`src/hw/rtl/bbc_pkg.sv`:
```
package bbc_pkg;

	// Stack geometry
	localparam int STACK_DEPTH = 64;
	localparam int LVL_W       = $clog2(STACK_DEPTH + 1);
	localparam int IDX_W       = (STACK_DEPTH > 1) ? $clog2(STACK_DEPTH) : 1;

	// Command queue between front and back
	localparam int QUEUE_DEPTH = 4;
	localparam int QPTR_W      = (QUEUE_DEPTH > 1) ? $clog2(QUEUE_DEPTH) : 1;
	localparam int QCNT_W      = $clog2(QUEUE_DEPTH + 1);

	// Bracket characters
	localparam logic [7:0] CH_OPEN_ROUND   = 8'h28;
	localparam logic [7:0] CH_OPEN_CURLY   = 8'h7B;
	localparam logic [7:0] CH_OPEN_SQUARE  = 8'h5B;
	localparam logic [7:0] CH_CLOSE_ROUND  = 8'h29;
	localparam logic [7:0] CH_CLOSE_CURLY  = 8'h7D;
	localparam logic [7:0] CH_CLOSE_SQUARE = 8'h5D;

	typedef enum logic [1:0] {
		KIND_ROUND  = 2'd0,
		KIND_CURLY  = 2'd1,
		KIND_SQUARE = 2'd2
	} kind_t;

	typedef enum logic [1:0] {
		OP_NONE  = 2'd0,
		OP_OPEN  = 2'd1,
		OP_CLOSE = 2'd2
	} op_t;

	typedef enum logic [2:0] {
		CAUSE_NONE     = 3'd0,
		CAUSE_MISMATCH = 3'd1,
		CAUSE_EMPTY    = 3'd2,
		CAUSE_UNCLOSED = 3'd3,
		CAUSE_OVERFLOW = 3'd4
	} cause_t;

	// One classified byte on its way to the stack engine
	typedef struct packed {
		op_t   op;
		kind_t kind;
		logic  eos;
	} cmd_t;

	// Queue status seen by the front and the back
	typedef struct packed {
		logic full;
		logic empty;
	} q_status_t;

endpackage

```
`src/hw/rtl/bbc_back.sv`:
```
module bbc_back (
	input  logic          clk,
	input  logic          arst_n,
	input  bbc_pkg::cmd_t head,
	input  bbc_pkg::q_status_t q_stat,
	output logic          pop,
	output logic          res_valid,
	input  logic          res_stall,
	output logic          balanced,
	output logic [2:0]    fail_cause
);
	import bbc_pkg::*;

	// Stack: entry at level-1 mirrored in top_q, entry at level-2 kept in rd_q
	kind_t             stack_mem [STACK_DEPTH];
	kind_t             top_q;
	kind_t             rd_q;
	logic [LVL_W-1:0]  level_q;
	cause_t            fail_q;

	logic              res_valid_q;
	logic              res_bal_q;
	cause_t            res_cause_q;

	logic              can_out;
	logic              active;
	logic              is_open;
	logic              is_close;
	logic              ovf;
	logic              do_push;
	logic              do_pop;
	logic              err_empty;
	logic              err_mism;
	cause_t            cause_nxt;
	cause_t            res_cause;
	logic [LVL_W-1:0]  level_nxt;
	logic [LVL_W-1:0]  level_m2;
	logic [IDX_W-1:0]  rd_addr;

	// Take a command when a result slot is free or it makes no result
	assign can_out = !res_valid_q || !res_stall;
	assign pop     = !q_stat.empty && (!head.eos || can_out);

	// Decode the command against the stack top
	always_comb begin
		active    = pop && (fail_q == CAUSE_NONE);
		is_open   = active && (head.op == OP_OPEN);
		is_close  = active && (head.op == OP_CLOSE);
		ovf       = is_open && (level_q == LVL_W'(STACK_DEPTH));
		do_push   = is_open && !ovf;
		err_empty = is_close && (level_q == '0);
		err_mism  = is_close && (level_q != '0) && (top_q != head.kind);
		do_pop    = is_close && (level_q != '0) && (top_q == head.kind);

		priority if (!active) begin
			cause_nxt = fail_q;
		end else if (ovf) begin
			cause_nxt = CAUSE_OVERFLOW;
		end else if (err_empty) begin
			cause_nxt = CAUSE_EMPTY;
		end else if (err_mism) begin
			cause_nxt = CAUSE_MISMATCH;
		end else begin
			cause_nxt = CAUSE_NONE;
		end

		priority if (do_push) begin
			level_nxt = level_q + 1'b1;
		end else if (do_pop) begin
			level_nxt = level_q - 1'b1;
		end else begin
			level_nxt = level_q;
		end

		level_m2 = level_nxt - LVL_W'(2);
		rd_addr  = level_m2[IDX_W-1:0];

		priority if (cause_nxt != CAUSE_NONE) begin
			res_cause = cause_nxt;
		end else if (level_nxt != '0) begin
			res_cause = CAUSE_UNCLOSED;
		end else begin
			res_cause = CAUSE_NONE;
		end
	end

	// Write pushed kind, prefetch the entry under the new top
	always_ff @(posedge clk) begin
		if (do_push) begin
			stack_mem[level_q[IDX_W-1:0]] <= head.kind;
		end
		rd_q <= stack_mem[rd_addr];
	end

	// Track the top entry
	always_ff @(posedge clk) begin
		priority if (do_push) begin
			top_q <= head.kind;
		end else if (do_pop) begin
			top_q <= rd_q;
		end
	end

	// Update level and sticky cause; clear at end of string
	always_ff @(posedge clk or negedge arst_n) begin
		if (!arst_n) begin
			level_q <= '0;
			fail_q  <= CAUSE_NONE;
		end else if (pop) begin
			if (head.eos) begin
				level_q <= '0;
				fail_q  <= CAUSE_NONE;
			end else begin
				level_q <= level_nxt;
				fail_q  <= cause_nxt;
			end
		end
	end

	// Hold the result until the sink takes it
	always_ff @(posedge clk or negedge arst_n) begin
		if (!arst_n) begin
			res_valid_q <= 1'b0;
		end else if (can_out) begin
			res_valid_q <= pop && head.eos;
		end
	end

	always_ff @(posedge clk) begin
		if (can_out && pop && head.eos) begin
			res_bal_q   <= (res_cause == CAUSE_NONE);
			res_cause_q <= res_cause;
		end
	end

	assign res_valid  = res_valid_q;
	assign balanced   = res_bal_q;
	assign fail_cause = res_cause_q;

endmodule

```
`config.mk`:
```
export PLATFORM = sky130hd
export DESIGN_NAME = bbc_back
export DESIGN_NICKNAME = d
export VERILOG_FILES = /design/src/hw/rtl/bbc_pkg.sv /design/src/hw/rtl/bbc_back.sv
export SDC_FILE = /design/constraint.sdc
export NUM_CORES = 1
export LEC_CHECK = 0
export ABC_AREA = 1
export BUFFER_PORTS_ARGS = -buffer_cell sky130_fd_sc_hd__buf_2
export CAP_MARGIN = 40
export CORE_AREA = 2 2 119 121
export CTS_BUF_LIST = sky130_fd_sc_hd__clkbuf_2
export DETAILED_ROUTE_END_ITERATION = 16
export DIE_AREA = 0 0 121 123
export PLACE_DENSITY = 0.74
export SLEW_MARGIN = 20
export SYNTH_ARGS = -nofsm -noshare
export SYNTH_HDL_FRONTEND = slang
export SYNTH_SLANG_ARGS = --single-unit
```
`constraint.sdc`:
```
create_clock -name clk -period 2.73 [get_ports clk]
set_clock_uncertainty 0.2 [all_clocks]
set_input_delay 0.1365 -clock clk [delete_from_list [all_inputs] [get_ports clk]]
set_output_delay 0.1365 -clock clk [all_outputs]
set_load 0.01 [all_outputs]
```
Yosys cells after proc, flatten, opt, wreduce, memory -nomap -nowiden
Memories as Yosys holds them, arrays and structs flattened. A register that Yosys moved wholly into a read port is not among the register bits.
Index checks and enable logic that the tools add are counted.

word-level totals
  output and inout bits = 6
  bits in latches = 0
  memories = 1
  bits in writable memories = 128
  register bits after elaboration = 17
  bits of input ports = 10
  bits in read-only memories = 0

cells by class
  shift-type cells = 0
  divide/modulo/power cells = 0
  multiplexer cells = 14
  add/subtract/negate cells = 3
  order comparisons = 0
  $mul = 0
  reduce and logical (&&, ||, !) cells = 27
  eq/ne operators = 5
  bitwise gates (word level) = 0

memories
  name       words  bits a word  read ports  clocked after Yosys merged registers in  wr ports  RTL line        RTL
  stack_mem  64     2            1           1                                        1         bbc_back.sv:15  kind_t stack_mem [STACK_DEPTH];

operator list
  operator                                             number
  two-way mux 7 bit                                    3
  nonzero test 7 bit                                   2
  logical AND 1 bit                                    13
  two-way mux 3 bit                                    4
  two-way mux 2 bit                                    4
  adder 7 x 1 -> 7 bit, second input constant          1
  equality test 7 bit, second input constant           1
  logical NOT 7 bit                                    1
  subtractor 7 x 1 -> 7 bit, second input constant     1
  logical NOT 3 bit                                    2
  subtractor 6 x 2 -> 6 bit, second input constant     1
  logical NOT 1 bit                                    5
  two-way mux 1 bit                                    3
  nonzero test 3 bit                                   1
  equality test 2 x 1 -> 1 bit, second input constant  1
  equality test 2 bit                                  1
  equality test 2 bit, second input constant           1
  logical OR 1 bit                                     2
  inequality test 2 bit                                1
  nonzero test 2 bit                                   1

Longest topological paths before layout
Gate-level depths: netlist of run 1.

  depth after elaboration = 15
  depth in mapped cells = 21

Least setup slack after synthesis of run 1
Ideal clock, no wire load.

  path type = register -> register
  start = reg level_q[0]
  end = reg rd_q[0] (read register of stack_mem)
  data arrival time = 2.382 ns
  path slack = 0.036 ns
  required time = 2.418 ns
  buffers on the path = 3
  clock period less this slack = 2.694 ns
  library setup time = 0.112 ns
  cell stages (with the launch flop) = 21
  cell sequence = dfrtp_1 > buf_2 > inv_2 > ha_1 > inv_1 > nor2_1 > nand3_2 > nand3_4 > buf_6 > nand3_1 > nand2_2 > nand2_1 > nand2_2 > buf_4 > nand3_1 > nand3_1 > nand2_1 > nand2_1 > nand2_1 > nand2_1 > nand2_1

on the way
  longest elaborated chain between the ends = 6
  elaborated cells on any way between the ends = 12

RTL lines
  element                                                            RTL line         RTL
  start, declared                                                    bbc_back.sv:18   logic [LVL_W-1:0] level_q;
  start signal, assigned                                             bbc_back.sv:114  level_q <= level_nxt;
  branches (longest 4 deep; another with subtractor 7 x 1 -> 7 bit)  --
  two-way mux 7 bit (*)                                              bbc_back.sv:67   priority if (do_push) begin
  subtractor 6 x 2 -> 6 bit (*)                                      bbc_back.sv:75   level_m2 = level_nxt - LVL_W'(2);
  end, declared                                                      bbc_back.sv:17   kind_t rd_q;

Mark *: on every way between the ends.
A chain may end at the register's enable or synchronous reset.

Worst setup path after layout of run 1
Ends and elaborated chain as after synthesis.

==> flow_metrics.tcl, run 1 <==
set metrics [dict create \
    status "finished, violations left" \
    violations "negative setup slack" \
    reg2regPathDepth 20 \
    ios 16 \
    worstPathRequired_ps 3210 \
    synthTopCellsByArea "edfxtp_1 54%, nand3_1 11%, nand2_1 9.1%" \
    synth_compound_area_share_pct 1.37 \
    cp-endpoint "rd_q[0]" \
    synth_edf_count 134 \
    r2r_end "rd_q[0]" \
    ys_seq_area_share_pct 58.6 \
    synth_top_area_cell "edfxtp_1" \
    cts_tree "yes" \
    synthAdderAreaFrac_pct 0.338 \
    synth_top_family_by_area "simple AND/OR/NAND/NOR gates" \
    die_h_um 123 \
    yosysMostFrequentCell "nand2_1" \
    overflow 0 \
    worst_slack_ps -17.2 \
    syn_avg_cell_area_sq_um 9.08 \
    async_reset_ff_share_pct 7.48 \
    nets 912 \
    worstMarginPinSlew_ps 659 \
    htree_levels 4 \
    synth-main-ff-cell "edfxtp_1" \
    insertion_delay_ps 760 \
    hold_viol_final 0 \
    netlist_instances 815 \
    min_period_ps 2750 \
    port_buffers 14 \
    drt_first_pass_iters 7 \
    grt_max_degree 66 \
    synth_area_sq_mm 0.00740 \
    critPathKind "flop to flop" \
    grt_pass1_vias 5268 \
    synthXorXnorAreaFrac_pct 1.07 \
    power_mw 5.39 \
    clock_path_buffers 2 \
    die_x_um 121 \
    rr_startpoint "level_q[0]" \
    r2r_slack_ps -20 \
    pre_cts_slack_ps 50.5 \
    numCtsBuffers 17 \
    viasPerCell 5.41 \
    multi_input_area_sq_mm 0.00249 \
    regArea_sq_mm 0.00434 \
    synth_warnings 0 \
    dieArea_sq_mm 0.0149 \
    areaGrowthSynthToFinish_pct 19.7 \
    drv_cap 0 \
    core.rowCount 43 \
    worstSetupEndpointType "flop" \
    synthTopCellsByCount "179 x nand2_1, 158 x nand3_1, 152 x inv_1" \
    startpoint "level_q[0]" \
    fin_crit_sh_pct 101 \
    synth_top_cell_area_share_pct 54.4 \
    fmax_mhz 364 \
    start_kind "flop" \
    routedWlPerCell_um 17.1 \
    clock_sink_count 147 \
    finalMaxSlewViolations 0 \
    ys_ff_latch 147 \
    synthDistinctLibCells 32 \
    nFillCells 1061 \
    arrival_ps 3220 \
    peakVddDrop_mv 0.318 \
    initial_core_util_pct 54.4 \
    finalSetupViolations 4 \
    path_clk_slew_ps 230 \
    cts_root_buffer "clkbuf_2" \
    rsz0062_at_grt "yes" \
    post-dp-hpwl_mm 11.4 \
    dr_total_vias 5917 \
    leakagePower_nw 3.90 \
    syn_nets 827 \
    final_antenna_net_count 0 \
    cp_max_fo 8 \
    yosys.area_share.simple_pct 28.1 \
    route.detailed.drc 0 \
    hp-class "input pin to async pin" \
    grt_first_pass_wirelength_mm 27.0 \
    routabilityCongestion 0.906 \
    grt_util_all_layers_pct 24.7 \
    power.density_mw_per_mm2 609 \
    antenna_found_initial 1 \
    core_sq_mm 0.0136 \
    max_slew_margin_pct 56.1 \
    routed_wl_mm 18.7 \
    drive_gt1_share_pct 18.0 \
    muxShareOfSynthArea_pct 0 \
    drtIter0Drc 726 \
]
[cell usage in the layout, fill, tap and decap left out, types with 2 or more instances in the layout]
cell type,instances
buf_12,10
buf_2,14
buf_4,41
buf_6,4
bufinv_16,3
clkbuf_16,6
clkbuf_2,18
clkinv_1,2
clkinv_2,3
clkinvlp_4,2
dfrtp_1,11
dfxtp_1,2
dlygate4sd3_1,17
edfxtp_1,134
inv_1,150
inv_2,8
inv_6,3
nand2_1,176
nand2_2,7
nand2_4,8
nand3_1,141
nand3_2,20
nand3_4,6
nand4_1,9
nor2_1,68
nor2_2,2
nor2_4,2
nor3_1,12
o21ai_0,4
o22ai_1,6
xor2_1,7
xor2_2,2
[where the power goes]
| part | internal, mW | total (mW) | switching (mW) |
|---|---|---|---|
| Clock | 0.512 | 1.31 | 0.795 |
| Combinational | 0.606 | 1.56 | 0.953 |
| Sequential | 2.51 | 2.52 | 0.0173 |
| Total | 3.62 | 5.39 | 1.77 |
[repair_timing]
item                                   CTS  global route
endpoints found under the hold margin  177             0
buffers inserted                         1             7
hold buffers                            17             0
pin swaps                                0            12
setup endpoints to repair                4            56
gates cloned                             1             8
gates resized for setup                  1            47
[through the flow]
step	instance area [sq um]	utilization, %	hold WS, ps	cells	setup TNS, ps
2_1_floorplan	7400	-	-359	815	0
3_3_place_gp	7960	58.5	-190	1027	0
3_5_place_dp	7960	58.5	-188	1027	0
4_1_cts	8400	61.7	109	1077	0
5_1_grt	8860	65.1	184	1093	-654
6_report	8860	65.1	196	1093	-30.8
[state kept, by name (all words and copies together) (netlist names)]
| name | count |
|---|---|
| level_q | 7 |
| fail_q | 3 |
| res_valid | 1 |
| top_q | 2 |
| rd_q | 2 |
| stack_mem | 128 |
| balanced | 1 |
| fail_cause | 3 |
[layer usage]
layer / vias up / wire, um / global-route usage, %
met2: 257 / 8830 / 39.5
met5: - / 0 / 0
met4: 0 / 874 / 14.2
li1: 2826 / - / -
met3: 69 / 1470 / 5.17
met1: 2765 / 7560 / 31.3
[critical path: stages, from the launching register on]
cell and delay, ps:
dfrtp_1 450, inv_2 80, ha_4 130, inv_1 40
nor2_1 100, buf_4 160, nand3_4 100, nand3_4 130
buf_6 120, nand3_4 160, nand2_8 190, clkbuf_16 170
nand2_1 50, nand3_1 70, nand3_2 110, nand3_2 120
nand2_1 70, nand2_1 50, nand2_1 50, nand2_1 50
nand2_1 50
[area by class of cell]
class / count / area share, %
Sequential cell: 147 / 49.0
Multi-Input combinational cell: 482 / 28.2
Timing Repair Buffer: 92 / 10.7
Inverter: 160 / 6.81
Tap cell: 180 / 2.54
Clock inverter: 13 / 1.79
Clock buffer: 18 / 1.02
Antenna cell: 1 / 0.0283
[logic make-up (layout without fill, tap and decap cells)]
| group | Yosys count | after routing |
|---|---|---|
| and+or+nand+nor | 453 | 455 |
| DFF | 147 | 147 |
| buffers and inverters | 188 | 283 |
| AOI/OAI and AO/OA | 16 | 16 |
| xor gates and xnor gates | 9 | 9 |
| adders and majority gates | 2 | 2 |
| other | 0 | 1 |
[how the worst min path moves through the flow]
| stage | slack, ps | end | cells after the start | startpoint |
|---|---|---|---|---|
| 6_report | 200 | level_q[0] | 3 | arst_n |
| 5_1_grt | 180 | level_q[4] | 3 | arst_n |
| 2_1_floorplan | -360 | fail_q[0] | 0 | arst_n |
| 3_5_place_dp | -190 | res_valid | 1 | arst_n |
| 4_1_cts | 110 | level_q[3] | 3 | arst_n |
| 3_3_place_gp | -190 | res_valid | 1 | arst_n |
No activity file was read; power rests on OpenSTA's default activity.
==> run 2, diff against run 1 <==
--- a/config.mk
+++ b/config.mk
@@ -13,6 +13,7 @@
 export DETAILED_ROUTE_END_ITERATION = 16
 export DIE_AREA = 0 0 121 123
 export PLACE_DENSITY = 0.74
+export REMOVE_ABC_BUFFERS = 1
 export SLEW_MARGIN = 20
 export SYNTH_ARGS = -nofsm -noshare
 export SYNTH_HDL_FRONTEND = slang
==> flow_metrics.tcl, run 2 (synthesized netlist as in run 1, its figures left out) <==
set metrics [dict create \
    status "complete, no violations" \
    cp_max_fo 5 \
    port_buffers 14 \
    insertion_delay_ps 760 \
    drive_gt1_share_pct 18.4 \
    r2r_end "fail_cause[1]" \
    max_slew_margin_pct 55.8 \
    ios 16 \
    grt_first_pass_wirelength_mm 27.4 \
    routabilityCongestion 0.877 \
    drt_first_pass_iters 7 \
    met1_usage_pct 32.6 \
    die_x_um 121 \
    worstSetupEndpointType "flop" \
    post-dp-hpwl_mm 11.2 \
    dieArea_sq_mm 0.0149 \
    rr_startpoint "fail_q[2]" \
    antenna-diode-count 0 \
    largest_register_ffs 128 \
    path_clk_slew_ps 220 \
    overflow 0 \
    path_cells "nor2_2, nand2_2, nor3_4, nand3_4, inv_2, nand3_1, nand2_1, nand2_1, xor2_2, buf_4, nor2_4, nand3_2, nand2_1, nand2_1" \
    worstPathRequired_ps 3070 \
    start_kind "flop" \
    final_antenna_net_count 0 \
    route.detailed.drc 0 \
    routed_wl_mm 18.3 \
    cpPeakStageDelay_ps 460 \
    use_met3_pct 4.89 \
    stdcell_count 1089 \
    worstMarginPinSlew_ps 664 \
    areaGrowthSynthToFinish_pct 17.8 \
    worst_slack_ps 14.4 \
    busiest_layer "met2" \
    viasPerCell 5.40 \
    whs_ps 155 \
    htree_levels 4 \
    grt_max_degree 66 \
    layout_common_cells "171 x nand2_1, 150 x inv_1, 142 x nand3_1" \
    dr_total_vias 5878 \
    arrival_ps 3060 \
    core.rowCount 43 \
    clock_sink_count 147 \
    power.density_mw_per_mm2 603 \
    core_sq_mm 0.0136 \
    reg2regPathDepth 14 \
    nets 908 \
    pre_cts_slack_ps 55.0 \
    r2r_slack_ps 10 \
    finalMaxSlewViolations 0 \
    clock_path_buffers 2 \
    grt_util_all_layers_pct 24.6 \
    min_period_ps 2720 \
    final_common_cell "nand2_1" \
    rsz0062_at_grt "yes" \
    routedWlPerCell_um 16.8 \
    fin_crit_sh_pct 99.5 \
    peakVddDrop_mv 0.547 \
    die_h_um 123 \
    initial_core_util_pct 54.4 \
    drtIter0Drc 654 \
    numCtsBuffers 17 \
    cts_root_buffer "clkbuf_2" \
    placedCellCount 1027 \
    finalSetupViolations 0 \
    critPathKind "flop to flop" \
    antenna_found_initial 0 \
    crit_top_cell "nand2_1" \
    leakagePower_nw 3.83 \
    hp-class "input pin to async pin" \
    slowest_stage "dfrtp_1" \
    hold_viol_final 0 \
    drv_cap 0 \
    grt_pass1_vias 5312 \
    cts_tree "yes" \
    fmax_mhz 368 \
    grtUsageMet2_pct 39.8 \
]
## run 2: changes by cell type in the layout (fill, tap and decap cells not counted), sizes merged
cell      before  now
clkinv         6    7
clkbuf        24   20
buf           69   70
bufinv         3    2
diode          1    0
inv          162  160
clkinvlp       2    4
## run 2: cell type report
cell class / instances / area, sq um
fill: 1067 / 4890
inverter: 160 / 611
tap: 180 / 225
timing repair buffer: 88 / 776
clock buffer: 19 / 95.1
multi-input combinational: 482 / 2540
clock inverter: 13 / 136
sequential: 147 / 4340
## run 2: through the flow
step	area [sq um]	total power [mW]	TNS (ps)	utilization, %
floorplan	7220	3.30	-1620	-
global placement	7940	3.83	0	58.3
detailed placement	7940	3.84	0	58.3
CTS	8340	5.05	0	61.3
global route	8720	5.49	-457	64.1
finish	8720	5.26	0	64.1
## run 2: worst max-delay path, delay by kind of cell (launching register included)
family                 cells  cell delay [ps]
AND/OR/NAND/NOR           11             1370
XOR/XNOR                   1              180
buffers and inverters      2              290
flip-flops                 1              460
## run 2: repair_timing
action,4_1_cts,5_1_grt
hold buffers,17,0
endpoints found under the setup margin,0,16
gates resized for setup,0,62
buffers inserted,0,10
endpoints found under the hold margin,178,0
## run 2: worst max-delay path by stage
| stage | startpoint | endpoint | slack (ps) | cells past startpoint |
|---|---|---|---|---|
| after floorplan | level_q[0] | rd_q[0] | -410 | 17 |
| after global placement | level_q[0] | rd_q[1] | 80 | 17 |
| after detailed placement | level_q[0] | rd_q[1] | 60 | 16 |
| after CTS | level_q[0] | rd_q[0] | 2 | 17 |
| after global routing | fail_q[2] | fail_cause[0] | -130 | 14 |
| final | fail_q[2] | fail_cause[1] | 10 | 14 |
## run 2: power by group
group	total [mW]	leakage (nW)	internal (mW)	switching [mW]
clock	1.23	0.133	0.425	0.805
sequential	2.52	1.37	2.51	0.0161
combinational	1.51	2.32	0.563	0.944
## run 2: metal layers
layer,wire (um),vias to the layer above,share of wire [%]
met5,0,-,0
met4,539,0,2.9
met3,1480,48,8.1
met2,9040,274,49
met1,7280,2738,40
li1,-,2818,-
==> run 3, diff against run 2 <==
--- a/config.mk
+++ b/config.mk
@@ -5,13 +5,12 @@
 export SDC_FILE = /design/constraint.sdc
 export NUM_CORES = 1
 export LEC_CHECK = 0
-export ABC_AREA = 1
 export BUFFER_PORTS_ARGS = -buffer_cell sky130_fd_sc_hd__buf_2
 export CAP_MARGIN = 40
-export CORE_AREA = 2 2 119 121
+export CORE_AREA = 2 2 114 116
 export CTS_BUF_LIST = sky130_fd_sc_hd__clkbuf_2
 export DETAILED_ROUTE_END_ITERATION = 16
-export DIE_AREA = 0 0 121 123
+export DIE_AREA = 0 0 116 118
 export PLACE_DENSITY = 0.74
 export REMOVE_ABC_BUFFERS = 1
 export SLEW_MARGIN = 20
==> flow_metrics.tcl, run 3 <==
set metrics [dict create \
    status "finished, violations left" \
    violations "negative setup slack" \
    die_h_um 118 \
    max_slew_margin_pct 54.5 \
    hold_start "head[0]" \
    multi_input_area_sq_mm 0.00269 \
    synth_area_sq_mm 0.00676 \
    nets 631 \
    leakagePower_nw 3.09 \
    worstSetupEndpointType "flop" \
    synth_warnings 0 \
    layout_common_cells "134 x edfxtp_1, 103 x buf_4, 37 x mux2i_1" \
    fmax_mhz 292 \
    drive_gt1_share_pct 44.2 \
    grt_max_degree 66 \
    worstMarginPinSlew_ps 681 \
    synth_top_area_cell "edfxtp_1" \
    clock_path_buffers 2 \
    cts_tree "yes" \
    power_mw 8.00 \
    crit_top_cell "buf_6" \
    routedWlPerCell_um 21.5 \
    antenna_found_initial 0 \
    numCtsBuffers 17 \
    antenna-diode-count 0 \
    final_antenna_net_count 0 \
    critical_path_buf_inv_count 6 \
    finalMaxSlewViolations 0 \
    routabilityCongestion 0.898 \
    route.detailed.drc 0 \
    regArea_sq_mm 0.00434 \
    ios 16 \
    dr_total_vias 4760 \
    min_period_ps 3430 \
    r2r_end "rd_q[0]" \
    largest_register_ffs 128 \
    hp-class "input pin to flop" \
    drtIter0Drc 553 \
    synth-main-ff-cell "edfxtp_1" \
    die_x_um 116 \
    finalSetupViolations 40 \
    nFillCells 874 \
    grt_first_pass_wirelength_mm 25.8 \
    hold_viol_final 0 \
    viasPerCell 5.93 \
    r2r_slack_ps -700 \
    netlist_instances 479 \
    core.rowCount 41 \
    htree_levels 4 \
    slowest_stage "dfrtp_1" \
    rsz0062_at_grt "yes" \
    power.density_mw_per_mm2 910 \
    post-dp-hpwl_mm 11.5 \
    cpPeakStageDelay_ps 430 \
    yosysMostFrequentCell "edfxtp_1" \
    start_kind "flop" \
    worstHoldEndpoint "level_q[6]" \
    ys_seq_area_share_pct 64.2 \
    cp_top_family "buffers and inverters" \
    areaGrowthSynthToFinish_pct 29.9 \
    grt_util_all_layers_pct 25.8 \
    arrival_ps 3890 \
    ys_ff_latch 147 \
    syn_avg_cell_area_sq_um 14.1 \
    insertion_delay_ps 740 \
    synthTopCellsByCount "134 x edfxtp_1, 77 x nor2_1, 41 x mux2i_1" \
    peakVddDrop_mv 0.590 \
    routed_wl_mm 17.2 \
    dieArea_sq_mm 0.0137 \
    clock_sink_count 147 \
    reg2regPathDepth 16 \
    synth_top_cell_area_share_pct 59.5 \
    port_buffers 14 \
    rr_startpoint "fail_q[2]" \
    fin_crit_sh_pct 126 \
    initial_core_util_pct 54.5 \
    async_reset_ff_share_pct 7.48 \
    cp_max_fo 5 \
    path_cells "or3_4, buf_6, nor3_4, buf_4, buf_6, a22oi_2, xnor2_4, buf_6, buf_6, buf_4, mux2i_1, nor2b_1, a211oi_2, o221ai_1, a21oi_1, a31oi_1" \
    drt_first_pass_iters 5 \
    worstPathRequired_ps 3190 \
    synth_edf_count 134 \
    cts_root_buffer "clkbuf_2" \
    worst_slack_ps -700 \
    grt_pass1_vias 4707 \
    synthDistinctLibCells 70 \
    synthTopCellsByArea "edfxtp_1 59%, mux2i_1 6.1%, mux4_2 4.3%" \
    final_common_cell "edfxtp_1" \
    min_path_cells 4 \
    drv_cap 0 \
    path_clk_slew_ps 220 \
    final_util_pct 70.8 \
    critPathKind "flop to flop" \
    overflow 0 \
    core_sq_mm 0.0124 \
]
[run 3: where the power goes]
group / internal (mW) / switching [mW] / leakage [nW] / total [mW]
clock: 0.610 / 0.789 / 0.161 / 1.40
combinational: 2.04 / 1.98 / 1.56 / 4.02
sequential: 2.54 / 0.0347 / 1.37 / 2.58
total: 5.20 / 2.80 / 3.09 / 8.00
[run 3: per-stage QoR]
stage,instances,hold WS (ps),setup TNS [ps],setup slack [ps],area [sq um]
6_report,803,83.1,-3660,-700,8790
5_1_grt,803,59.5,-5840,-816,8790
4_1_cts,791,12.5,-1830,-624,8360
3_5_place_dp,734,-179,-7120,-821,7670
3_3_place_gp,734,-183,-4590,-730,7670
2_1_floorplan,451,-359,-10020,-1900,6620
[run 3: routing by layer]
metal / GRT usage, % / wire (um) / part of all wire (%)
met1: 35.6 / 6930 / 40
met2: 39.5 / 8390 / 49
met3: 5.72 / 1390 / 8.1
met4: 11.1 / 533 / 3.1
met5: 0 / 0 / 0
[run 3: area by class of cell]
| type | instances | area share [%] |
|---|---|---|
| clock buffer | 19 | 1.08 |
| clock inverter | 12 | 2.05 |
| inverter | 7 | 0.327 |
| multi-input combinational | 297 | 30.6 |
| sequential | 147 | 49.4 |
| tap | 172 | 2.45 |
| timing repair buffer | 149 | 14.1 |
[run 3: worst max-delay path by stage]
stage	end	depth (start not counted)	start	slack, ps
2_1_floorplan	rd_q[1]	11	level_q[0]	-1900
3_3_place_gp	rd_q[0]	12	fail_q[2]	-730
3_5_place_dp	rd_q[1]	13	fail_q[2]	-820
4_1_cts	rd_q[1]	14	level_q[1]	-620
5_1_grt	rd_q[0]	16	fail_q[2]	-820
6_report	rd_q[0]	16	fail_q[2]	-700
[run 3: what timing repair did]
item,CTS,global route
cloned,0,0
hold buffers,11,0
pin swaps,15,23
buffers inserted,15,12
endpoints found under the setup margin,85,84
gates resized for setup,38,85
hold endpoints to repair,156,0
[run 3: cells by family (layout without fill, tap and decap cells)]
group,after synthesis,in the layout,synth area share [%]
compound gates,68,68,7.77
xor+xnor,10,10,2.18
fa+ha+maj,2,2,0.370
buf+inv,35,187,2.55
flops,147,147,64.2
mux,58,58,11.1
simple gates,159,159,11.9
[run 3: worst reg2reg max path, delay by kind of cell (launching register included)]
kind	cells	cell delay, ps
xor+xnor	1	180
compound gates	5	680
mux	1	280
flops	1	430
simple gates	3	760
buf+inv	6	840
